<file path="src/hw/rtl/ccw_pkg.sv">
// Shared types, codes and constant tables for the character-LCD cursor writer.
package ccw_pkg;

   // default geometry of the display
   localparam int DEFAULT_ROW_COUNT    = 2;
   localparam int DEFAULT_COLUMN_COUNT = 16;

   // stream widths
   localparam int REQ_TDATA_W = 24;
   localparam int REQ_TUSER_W = 2;
   localparam int RSP_TDATA_W = 40;

   // job queue between front and back
   localparam int QUEUE_DEPTH = 2;
   localparam int QPTR_W      = $clog2(QUEUE_DEPTH);
   localparam int QCNT_W      = $clog2(QUEUE_DEPTH + 1);

   // initialization sequence
   localparam int INIT_LEN = 8;
   localparam int STEP_W   = $clog2(INIT_LEN);

   // request kinds
   localparam logic [1:0] CMD_PUT   = 2'd0;
   localparam logic [1:0] CMD_SET   = 2'd1;
   localparam logic [1:0] CMD_CLEAR = 2'd2;
   localparam logic [1:0] CMD_INIT  = 2'd3;

   // special characters
   localparam logic [7:0] CHAR_CR = 8'd13;
   localparam logic [7:0] CHAR_LF = 8'd10;

   // instruction bytes
   localparam logic [7:0] LCD_SET_DDRAM = 8'h80;
   localparam logic [7:0] LCD_ROW1_BASE = 8'h40;
   localparam logic [7:0] LCD_CLEAR     = 8'h01;
   localparam logic [7:0] LCD_HOME      = 8'h02;

   // waits in microseconds
   localparam logic [12:0] WAIT_SHORT      = 13'd50;
   localparam logic [12:0] WAIT_LONG       = 13'd2000;
   localparam logic [15:0] WAIT_INIT_FIRST = 16'd40000;

   // register select codes
   localparam logic RS_INSTR = 1'b0;
   localparam logic RS_DATA  = 1'b1;

   // what the back end has to do for one accepted request
   typedef enum logic [2:0] {
      JOB_DATA,
      JOB_ADDR,
      JOB_ADDR_DATA,
      JOB_CLEAR,
      JOB_INIT
   } job_kind_type;

   typedef struct packed {
      job_kind_type kind;
      logic [7:0]   addr_byte;
      logic [7:0]   char_byte;
   } ccw_job_type;

   // set-DDRAM-address command for a cursor position
   function automatic logic [7:0] addr_cmd(input logic row_nonzero, input logic [7:0] col);
      logic [7:0] addr;
      addr = row_nonzero ? (LCD_ROW1_BASE + col) : col;
      return LCD_SET_DDRAM | addr;
   endfunction

   // instruction bytes of the initialization sequence
   function automatic logic [7:0] init_byte(input logic [STEP_W-1:0] idx);
      logic [7:0] b;
      case (idx)
         3'd0:    b = 8'h30;
         3'd1:    b = 8'h30;
         3'd2:    b = 8'h30;
         3'd3:    b = 8'h38;
         3'd4:    b = 8'h08;
         3'd5:    b = LCD_CLEAR;
         3'd6:    b = 8'h06;
         3'd7:    b = 8'h0c;
         default: b = 8'h30;
      endcase
      return b;
   endfunction

   // waits after each initialization write, extra settle times included
   function automatic logic [12:0] init_after(input logic [STEP_W-1:0] idx);
      logic [12:0] w;
      case (idx)
         3'd0:    w = 13'd5050;
         3'd1:    w = 13'd200;
         3'd5:    w = WAIT_LONG;
         default: w = WAIT_SHORT;
      endcase
      return w;
   endfunction

endpackage

</file>
<file path="src/hw/rtl/ccw_front.sv">
// Front end: accepts requests, tracks the cursor and classifies each request into a job.
module ccw_front
   import ccw_pkg::*;
#(
   parameter int ROW_COUNT    = DEFAULT_ROW_COUNT,
   parameter int COLUMN_COUNT = DEFAULT_COLUMN_COUNT
) (
   input  logic        clock,
   input  logic        reset,
   input  logic        accept,
   input  logic [1:0]  cmd,
   input  logic [7:0]  char_code,
   input  logic [7:0]  row,
   input  logic [7:0]  column,
   output logic        push,
   output ccw_job_type job
);

   localparam int ROW_W = (ROW_COUNT > 1) ? $clog2(ROW_COUNT) : 1;
   localparam int COL_W = $clog2(COLUMN_COUNT + 1);

   logic [ROW_W-1:0] row_ff, row_in;
   logic [COL_W-1:0] col_ff, col_in;
   logic [ROW_W-1:0] next_row;
   logic [7:0]       clamp_row;
   logic [7:0]       clamp_col;
   logic             keep;

   // row after a wrap, modulo the row count
   assign next_row = (row_ff == ROW_W'(ROW_COUNT - 1)) ? '0 : row_ff + 1'b1;

   // set-cursor clamping
   assign clamp_row = (row >= 8'(ROW_COUNT)) ? 8'(ROW_COUNT - 1) : row;
   assign clamp_col = (column >= 8'(COLUMN_COUNT)) ? 8'(COLUMN_COUNT - 1) : column;

   // classify the request and work out the new cursor
   always_comb begin
      row_in        = row_ff;
      col_in        = col_ff;
      keep          = 1'b1;
      job.kind      = JOB_DATA;
      job.addr_byte = addr_cmd(1'b0, 8'd0);
      job.char_byte = char_code;
      case (cmd)
         CMD_PUT: begin
            if (char_code == CHAR_CR) begin
               keep = 1'b0;
            end else if (char_code == CHAR_LF) begin
               row_in        = next_row;
               col_in        = '0;
               job.kind      = JOB_ADDR;
               job.addr_byte = addr_cmd(next_row != '0, 8'd0);
            end else if (col_ff >= COL_W'(COLUMN_COUNT)) begin
               row_in        = next_row;
               col_in        = COL_W'(1);
               job.kind      = JOB_ADDR_DATA;
               job.addr_byte = addr_cmd(next_row != '0, 8'd0);
            end else begin
               col_in   = col_ff + 1'b1;
               job.kind = JOB_DATA;
            end
         end
         CMD_SET: begin
            row_in        = clamp_row[ROW_W-1:0];
            col_in        = clamp_col[COL_W-1:0];
            job.kind      = JOB_ADDR;
            job.addr_byte = addr_cmd(clamp_row != 8'd0, clamp_col);
         end
         CMD_CLEAR: begin
            row_in   = '0;
            col_in   = '0;
            job.kind = JOB_CLEAR;
         end
         default: begin
            row_in   = '0;
            col_in   = '0;
            job.kind = JOB_INIT;
         end
      endcase
   end

   assign push = accept && keep;

   // cursor registers
   always_ff @(posedge clock) begin
      if (reset) begin
         row_ff <= '0;
         col_ff <= '0;
      end else if (accept) begin
         row_ff <= row_in;
         col_ff <= col_in;
      end
   end

   a_row_range: assert property (@(posedge clock) disable iff (reset)
      row_ff <= ROW_W'(ROW_COUNT - 1))
      else $error("cursor row beyond last row");

   a_cr_no_job: assert property (@(posedge clock) disable iff (reset)
      accept && cmd == CMD_PUT && char_code == CHAR_CR |=> $stable(col_ff) && $stable(row_ff))
      else $error("carriage return moved the cursor");

endmodule

</file>
<file path="src/hw/rtl/ccw_queue.sv">
// Short job queue between the front end and the write sequencer.
module ccw_queue
   import ccw_pkg::*;
(
   input  logic        clock,
   input  logic        reset,
   input  logic        push,
   input  ccw_job_type push_job,
   output logic        full,
   input  logic        pop,
   output logic        not_empty,
   output ccw_job_type head_job
);

   ccw_job_type       entry_ff [QUEUE_DEPTH];
   logic [QPTR_W-1:0] wr_ptr_ff, rd_ptr_ff;
   logic [QCNT_W-1:0] count_ff, count_in;

   assign full      = (count_ff == QCNT_W'(QUEUE_DEPTH));
   assign not_empty = (count_ff != '0);
   assign head_job  = entry_ff[rd_ptr_ff];

   // occupancy
   always_comb begin
      count_in = count_ff;
      if (push && !pop) count_in = count_ff + 1'b1;
      else if (pop && !push) count_in = count_ff - 1'b1;
   end

   // pointers
   always_ff @(posedge clock) begin
      if (reset) begin
         wr_ptr_ff <= '0;
         rd_ptr_ff <= '0;
         count_ff  <= '0;
      end else begin
         count_ff <= count_in;
         if (push) wr_ptr_ff <= (wr_ptr_ff == QPTR_W'(QUEUE_DEPTH - 1)) ? '0 : wr_ptr_ff + 1'b1;
         if (pop)  rd_ptr_ff <= (rd_ptr_ff == QPTR_W'(QUEUE_DEPTH - 1)) ? '0 : rd_ptr_ff + 1'b1;
      end
   end

   // storage
   always_ff @(posedge clock) begin
      if (push) entry_ff[wr_ptr_ff] <= push_job;
   end

   a_no_overflow: assert property (@(posedge clock) disable iff (reset)
      push |-> !full || pop)
      else $error("job queue overflow");

   a_no_underflow: assert property (@(posedge clock) disable iff (reset)
      pop |-> not_empty)
      else $error("job queue underflow");

endmodule

</file>
<file path="src/hw/rtl/ccw_back.sv">
// Back end: steps through jobs; one write per cycle into the output register unless stalled.
module ccw_back
   import ccw_pkg::*;
(
   input  logic        clock,
   input  logic        reset,
   input  logic        job_valid,
   input  ccw_job_type job,
   output logic        pop,
   output logic        out_valid,
   input  logic        out_ready,
   output logic        out_rs,
   output logic [7:0]  out_byte,
   output logic [15:0] out_before,
   output logic [12:0] out_after,
   output logic        out_last
);

   logic [STEP_W-1:0] step_ff, step_in;
   logic              valid_ff, valid_in;
   logic              rs_ff, rs_in;
   logic [7:0]        byte_ff, byte_in;
   logic [15:0]       before_ff, before_in;
   logic [12:0]       after_ff, after_in;
   logic              last_ff, last_in;
   logic              slot_free;
   logic              emit;

   assign slot_free = !valid_ff || out_ready;
   assign emit      = job_valid && slot_free;
   assign pop       = emit && last_in;

   // write for the current step of the job
   always_comb begin
      rs_in     = RS_INSTR;
      byte_in   = job.addr_byte;
      before_in = '0;
      after_in  = WAIT_SHORT;
      last_in   = 1'b1;
      case (job.kind)
         JOB_DATA: begin
            rs_in   = RS_DATA;
            byte_in = job.char_byte;
         end
         JOB_ADDR: begin
            byte_in = job.addr_byte;
         end
         JOB_ADDR_DATA: begin
            if (step_ff == '0) begin
               last_in = 1'b0;
            end else begin
               rs_in   = RS_DATA;
               byte_in = job.char_byte;
            end
         end
         JOB_CLEAR: begin
            byte_in  = LCD_CLEAR;
            after_in = WAIT_LONG;
         end
         JOB_INIT: begin
            byte_in   = init_byte(step_ff);
            before_in = (step_ff == '0) ? WAIT_INIT_FIRST : 16'd0;
            after_in  = init_after(step_ff);
            last_in   = (step_ff == STEP_W'(INIT_LEN - 1));
         end
         default: begin
            byte_in = job.addr_byte;
         end
      endcase
   end

   // step counter and output valid
   always_comb begin
      step_in  = step_ff;
      valid_in = valid_ff;
      if (emit) step_in = last_in ? '0 : step_ff + 1'b1;
      if (slot_free) valid_in = job_valid;
   end

   always_ff @(posedge clock) begin
      if (reset) begin
         step_ff  <= '0;
         valid_ff <= 1'b0;
      end else begin
         step_ff  <= step_in;
         valid_ff <= valid_in;
      end
   end

   // output payload register
   always_ff @(posedge clock) begin
      if (emit) begin
         rs_ff     <= rs_in;
         byte_ff   <= byte_in;
         before_ff <= before_in;
         after_ff  <= after_in;
         last_ff   <= last_in;
      end
   end

   assign out_valid  = valid_ff;
   assign out_rs     = rs_ff;
   assign out_byte   = byte_ff;
   assign out_before = before_ff;
   assign out_after  = after_ff;
   assign out_last   = last_ff;

   a_step_kind: assert property (@(posedge clock) disable iff (reset)
      step_ff != '0 |-> job_valid && (job.kind == JOB_INIT || job.kind == JOB_ADDR_DATA))
      else $error("step counter active on single-write job");

   a_long_wait_init: assert property (@(posedge clock) disable iff (reset)
      valid_ff && before_ff != 16'd0 |-> rs_ff == RS_INSTR && byte_ff == 8'h30 && !last_ff)
      else $error("wait before a write other than first init write");

endmodule

</file>
<file path="src/hw/rtl/char_lcd_cursor_writer_core.sv">
// Character-LCD cursor writer: turns put, set-cursor, clear and init requests into bus writes.
// Requests enter on req_ and are classified by the front end in the cycle they are accepted;
// a request is taken every cycle while the two-entry job queue has room. The back-end
// sequencer emits one bus write per cycle, unless rsp_tready stalls it, into a registered
// output; a put character is one write, a wrapping put two, and an initialize request eight.
// The first write of a request passes through the job queue and the output register before
// it is presented on rsp_.
// Carriage return is accepted and produces no write. Each write carries rsp_tuser as register
// select (0 instruction, 1 data) and rsp_tlast on the final write of its request.
module char_lcd_cursor_writer_core
   import ccw_pkg::*;
#(
   parameter int ROW_COUNT    = DEFAULT_ROW_COUNT,
   parameter int COLUMN_COUNT = DEFAULT_COLUMN_COUNT
) (
   input  logic                   clock,
   input  logic                   reset,
   input  logic                   req_tvalid,
   output logic                   req_tready,
   input  logic [REQ_TDATA_W-1:0] req_tdata,  // char_code[7:0], row[15:8], column[23:16]
   input  logic [REQ_TUSER_W-1:0] req_tuser,  // cmd[1:0]
   output logic                   rsp_tvalid,
   input  logic                   rsp_tready,
   output logic [RSP_TDATA_W-1:0] rsp_tdata,  // bus_byte[7:0], wait_before_us[23:8],
                                              // wait_after_us[36:24], zero[39:37]
   output logic                   rsp_tuser,  // reg_select
   output logic                   rsp_tlast   // last_write
);

   logic        accept;
   logic        push;
   logic        full;
   logic        pop;
   logic        job_valid;
   ccw_job_type front_job;
   ccw_job_type head_job;
   logic [7:0]  bus_byte;
   logic [15:0] wait_before;
   logic [12:0] wait_after;

   assign req_tready = !full;
   assign accept     = req_tvalid && req_tready;

   ccw_front #(
      .ROW_COUNT    (ROW_COUNT),
      .COLUMN_COUNT (COLUMN_COUNT)
   ) u_front (
      .clock     (clock),
      .reset     (reset),
      .accept    (accept),
      .cmd       (req_tuser[1:0]),
      .char_code (req_tdata[7:0]),
      .row       (req_tdata[15:8]),
      .column    (req_tdata[23:16]),
      .push      (push),
      .job       (front_job)
   );

   ccw_queue u_queue (
      .clock     (clock),
      .reset     (reset),
      .push      (push),
      .push_job  (front_job),
      .full      (full),
      .pop       (pop),
      .not_empty (job_valid),
      .head_job  (head_job)
   );

   ccw_back u_back (
      .clock      (clock),
      .reset      (reset),
      .job_valid  (job_valid),
      .job        (head_job),
      .pop        (pop),
      .out_valid  (rsp_tvalid),
      .out_ready  (rsp_tready),
      .out_rs     (rsp_tuser),
      .out_byte   (bus_byte),
      .out_before (wait_before),
      .out_after  (wait_after),
      .out_last   (rsp_tlast)
   );

   assign rsp_tdata = {3'b000, wait_after, wait_before, bus_byte};

endmodule

</file>
<file path="config.mk">
export PLATFORM = sky130hd
export DESIGN_NAME = char_lcd_cursor_writer_core
export DESIGN_NICKNAME = d
export VERILOG_FILES = /design/src/hw/rtl/ccw_pkg.sv /design/src/hw/rtl/ccw_front.sv /design/src/hw/rtl/ccw_queue.sv /design/src/hw/rtl/ccw_back.sv /design/src/hw/rtl/char_lcd_cursor_writer_core.sv
export SDC_FILE = /design/constraint.sdc
export NUM_CORES = 1
export LEC_CHECK = 0
export ABC_AREA = 1
export BUFFER_PORTS_ARGS = -buffer_cell sky130_fd_sc_hd__buf_2
export CAP_MARGIN = 20
export CORE_UTILIZATION = 40
export CTS_BUF_LIST = sky130_fd_sc_hd__clkbuf_4 sky130_fd_sc_hd__clkbuf_8
export DETAILED_ROUTE_END_ITERATION = 8
export PLACE_DENSITY = 0.67
export SETUP_SLACK_MARGIN = 0.5
export SYNTH_ARGS = -nofsm -noshare
export SYNTH_HDL_FRONTEND = slang
export SYNTH_SLANG_ARGS = --single-unit
</file>
<file path="constraint.sdc">
create_clock -name clock -period 3.65 [get_ports clock]
set_input_delay 0.1825 -clock clock [delete_from_list [all_inputs] [get_ports clock]]
set_output_delay 0.1825 -clock clock [all_outputs]
set_load 0.005 [all_outputs]
</file>
== Word-level counts from Yosys, hierarchy flattened ==
Memory sizes are Yosys's and may differ from the RTL's. A register that Yosys moved wholly into a read port is not among the register bits.
Index checks and enable logic that the tools add are counted.

* Memory bits (read-only): 48
* Memories: 2
* Bits of input ports: 30
* Output and inout port bits: 44
* Bits in registers: 53
* Logic and storage cells: 97
* Memory bits (writable): 38

{| class="wikitable"
|+ Memories
! memory !! depth !! bits a word !! rd ports !! clocked after Yosys merged registers in !! wr ports !! line !! source
|-
| (no name shown) || 8 || 6 || 1 || 1 || 0 || ccw_pkg.sv:72 || <nowiki>case (idx)</nowiki>
|-
| u_queue.entry_ff || 2 || 19 || 1 || 1 || 1 || ccw_queue.sv:15 || <nowiki>ccw_job_type entry_ff [QUEUE_DEPTH];</nowiki>
|}

* Reductions and logical operators: 19
* Order comparisons: 3
* $add $sub $neg: 8
* Mux-type cells: 40
* Eq/ne operators: 13

{| class="wikitable"
|+ Operators by type and width
! kind !! count
|-
| $pmux 13 s3 || 1
|-
| $pmux 8 s4 || 1
|-
| $mux 7 || 4
|-
| $pmux 13 s2 || 1
|-
| $mux 11 || 2
|-
| $eq 8x4->1 const B || 2
|-
| $mux 16 || 1
|-
| $mux 8 || 2
|-
| $pmux 8 s2 || 1
|-
| $mux 5 || 3
|-
| $mux 1 || 13
|-
| $pmux 5 s2 || 1
|-
| $eq 3x3->1 const B || 3
|-
| $mux 3 || 3
|-
| $pmux 3 s3 || 1
|-
| $ge 8x2->1 const B || 1
|-
| $ge 8x5->1 const B || 1
|-
| $reduce_bool 8->1 || 1
|-
| $add 7x7->7 const A || 1
|-
| $eq 3x2->1 const B || 2
|-
| $logic_and 1x1->1 || 6
|-
| $logic_not 3->1 || 2
|-
| $mux 2 || 3
|-
| $pmux 1 s2 || 3
|-
| 17 further kinds || 24
|}

== Depth between registers and ports, before layout ==
* Depth in word-level cells: 8
* Mapped depth: 12
* Mapped depth without buffers: 12

== By module ==
A second synthesis with hierarchy kept.

* Cells, all modules: 356
* Area, all modules: 3,829.9 um^2

{| class="wikitable"
|+ Modules (own cells, without submodules)
! module !! seq. area each (um^2) !! area an instance (um^2) !! cells an instance !! instances
|-
| ccw_queue || 1,241.2 || 1,650.3 || 92 || 1
|-
| ccw_back || 750.7 || 1,446.4 || 149 || 1
|-
| ccw_front || 120.1 || 693.2 || 108 || 1
|-
| char_lcd_cursor_writer_core || 0.0 || 40.0 || 7 || 1
|}

== Least setup slack after synthesis ==
Ideal clock, no wire load.

* Path type: register to register
* From: register u_queue.count_ff[0]
* To: memory u_queue.entry_ff[1][0] in the netlist's numbering, enable pin
* Path slack: 1,681 ps
* Path buffers: 0
* Data arrival time: 1,575 ps
* Setup time: 394 ps
* Clock period less this slack: 1,969 ps
* Required time: 3,256 ps
* Cell stages (with the launch flop): 5
* Path through: dfxtp_1 inv_1 a21boi_1 nand2_2 nor2_1

* Longest elaborated chain between the ends: 6

{| class="wikitable"
|+ RTL lines
! what !! line !! source
|-
| start: declaration || ccw_queue.sv:17 || <nowiki>logic [QCNT_W-1:0] count_ff, count_in;</nowiki>
|-
| start signal: assignment || ccw_queue.sv:37 || <nowiki>count_ff <= count_in;</nowiki>
|-
| $eq 2x2->1 || ccw_queue.sv:19 || <nowiki>assign full = (count_ff == QCNT_W'(QUEUE_DEPTH));</nowiki>
|-
| $logic_not 1->1 || char_lcd_cursor_writer_core.sv:41 || <nowiki>assign req_tready = !full;</nowiki>
|-
| $logic_and 1x1->1 || char_lcd_cursor_writer_core.sv:42 || <nowiki>assign accept = req_tvalid && req_tready;</nowiki>
|-
| $logic_and 1x1->1 || ccw_front.sv:82 || <nowiki>assign push = accept && keep;</nowiki>
|-
| $mux 1 || ccw_queue.sv:45 || <nowiki>if (push) entry_ff[wr_ptr_ff] <= push_job;</nowiki>
|-
| $mux 1 (not written as such) || ccw_queue.sv:45 ||
|-
| end: declaration || ccw_queue.sv:15 ||
|}

Every way passes these cells.

==> metrics <==
share of cells above drive strength 1 23.5%; RSZ-0062 raised after global routing false; detailed placement HPWL between 4000 and 5000 um; DRC 0; CTS max path bufs 2; # hold bufs at CTS 0; Hold Path Stages 1; starting density of the core 41.2%; final RePlAce weighted congestion 0.803; average via count per standard cell 4.71; cells on worst reg2reg path 11; maximum clock rate 425 MHz; crit-path max FO 11; Leakage between 1.5 and 2 nW; Worst-Margin Slew 0.543 ns; warning count from the yosys run 0; Synth area leaders edfxtp_1 46%, dfxtp_1 11%, nand2_1 6.5%, buf_4 4.8%, inv_1 4.6%; multi-input logic area 1230 um^2; number of buffers created by CTS 9; DR WL/cell 12.7 um; Die Y-Extent 96.6 um; Async S/R FF share, synth 0%; Worst EP arrival 2.57 ns; Slew headroom 63.7%; Iteration-0 DRC Markers 102; critical path capture point type flip-flop; DRT Wirelength 6750 um; hold crit path type input pin to flip-flop; worst path required time 3.87 ns; Port-buffer cells 56; core area 8680 um^2; vias in the first global route 2374; Slew Limit Fails 0; WS Path Type flip-flop to flip-flop; clk_lat worst skew ~0.34 ns; num ports 74; antenna violations before repair 0; DRT Pass-1 Iters 4; DIE AREA 9330 um^2; Die W 96.6 um; Seq. cell area 2050 um^2; global route total overflow 0; GRT Util Overall approximately 15%; Cell Area, Placed 3900 um^2; Seq/Total Area, Yosys 57.3%; Max VDD drop 0.243 mV; Synth Area per Inst about 10 um^2; top-area cell type share of the netlist area ~46%; Post-CTS Resized 0; fin area 4120 um^2; Antenna Cells 0; Sink Count 75; Setup Viol. Count Final 0; endpoints failing hold 0; area leader, netlist edfxtp_1; pin count of the biggest net entering global routing 22; number of max-cap violations 0; final net count 458; setup TNS 0 ns; post-synthesis cell area 3580 um^2; clock tree root driver cell clkbuf_8; synthesized flop and latch total 75; number of distinct library cells after synthesis 35; vias post-DR 2498; minimum clock period 2.35 ns; Std-Cell Rows 34; period utilization 64.4%; most common cell in the netlist nand2_1; first-pass GRT wire length 10900 um; H-tree levels 3; postcts setup bufs 0; post-route ant nets 0; Post-synth top cells 62 x nand2_1, 55 x edfxtp_1, 44 x inv_1; Area Overhead vs Synth 15.0%; FILL cells 817; PwrDens between 700 and 800 nW/um^2; number of synthesized flops with an enable pin between 50 and 60; clk_skew 0.00777 ns; CTS clk-pin slew, worst paths approximately 0.080 ns; Critical Path Start Type flip-flop; status finished clean; Top FF cell, synth edfxtp_1; gate count of the mapped netlist 352; CTS tree yes
state kept, by name, summed over array words and instances, names as in the netlist, named ones only:
signal and cells:
u_queue.rd_ptr_ff 1, u_back.out_byte 8, u_back.step_ff 3, u_back.out_last 1, u_front.col_ff 5, u_back.out_after 8
u_front.row_ff 1, u_back.out_valid 1, u_queue.entry_ff 36, u_queue.wr_ptr_ff 1, u_back.out_rs 1, u_back.out_before 1
u_queue.count_ff 2
routing by layer:
layer  GRT usage (%)  up-vias  wire length (um)
li1                -     1246                 -
met1            17.7     1156              2930
met2            25.4       83              3390
met3            3.83       13               305
met4            7.23        0               131
met5               0        -                 0
metrics by stage:
step	cells	worst slack, ns	util, %	hold WS (ns)	power, mW
after floorplan	372	1.68	-	0.252	1.99
after global placement	514	1.43	45.0	0.387	2.23
after detailed placement	514	1.33	45.0	0.390	2.26
after CTS	530	1.28	47.4	0.0209	2.95
after global routing	530	1.08	47.4	0.0191	3.11
final	530	1.30	47.4	0.0375	2.92
worst max-delay path, stage by stage, from the launching register on:
cell and delay (ns):
dfxtp_1 0.67, buf_4 0.30, nand2_4 0.08, nand2_4 0.10, nor2_2 0.06, nand2_4 0.09
nand3_4 0.14, ha_1 0.35, a21oi_1 0.11, o21ai_0 0.11, o21ai_0 0.16, a21oi_1 0.07
placed cells by master, fill, tap and decap left out, types with 3 or more instances in the layout:
| master | Yosys | layout |
|---|---|---|
| nand2_2 | 7 | 7 |
| nand4_1 | 4 | 4 |
| nand2_4 | 4 | 4 |
| inv_1 | 44 | 44 |
| nand3_1 | 10 | 10 |
| dfxtp_1 | 20 | 20 |
| clkbuf_8 | 0 | 9 |
| mux2i_1 | 9 | 9 |
| buf_2 | 1 | 56 |
| ha_1 | 11 | 11 |
| buf_4 | 23 | 3 |
| nand3_4 | 3 | 3 |
| nor2_1 | 37 | 37 |
| nor2_2 | 4 | 4 |
| a21oi_1 | 9 | 9 |
| o21bai_1 | 4 | 4 |
| conb_1 | 1 | 21 |
| nand2_1 | 62 | 62 |
| o21ai_0 | 21 | 21 |
| edfxtp_1 | 55 | 55 |
| inv_2 | 5 | 5 |
final cells by class:
class                      instances  area share [%]
sequential                        75            49.9
clock inverter                     6            1.95
timing repair buffer              59            7.36
clock buffer                      10            3.19
multi-input combinational        223            29.9
inverter                          49            4.47
tap                              108            3.28
power by group:
| part | switching, mW | internal (mW) | total [mW] |
|---|---|---|---|
| logic | 0.615 | 0.354 | 0.969 |
| clock network | 0.293 | 0.387 | 0.679 |
| registers | 0.0892 | 1.18 | 1.27 |
final timing paths:
path,startpoint,end,slack [ns]
setup / recovery,flip-flop,u_queue.count_ff[1],1.30
hold / removal,req_tdata[5],u_queue.entry_ff[0][5],0.04
setup reg to reg,flip-flop,u_queue.count_ff[1],1.30
hold reg to reg,u_front.col_ff[3],u_front.col_ff[3],0.51
cell families (layout without fill, tap and decap cells):
| family | count (synthesis) | in the layout | synth area share (%) |
|---|---|---|---|
| compound gates | 44 | 44 | 7.10 |
| xor+xnor | 3 | 3 | 0.734 |
| fa+ha+maj | 11 | 11 | 3.84 |
| buf+inv | 74 | 124 | 10.4 |
| flops | 75 | 75 | 57.3 |
| mux | 9 | 9 | 2.52 |
| other cells | 1 | 21 | 0.105 |
| simple gates | 135 | 135 | 18.0 |
(Power assumes the default switching activity.)
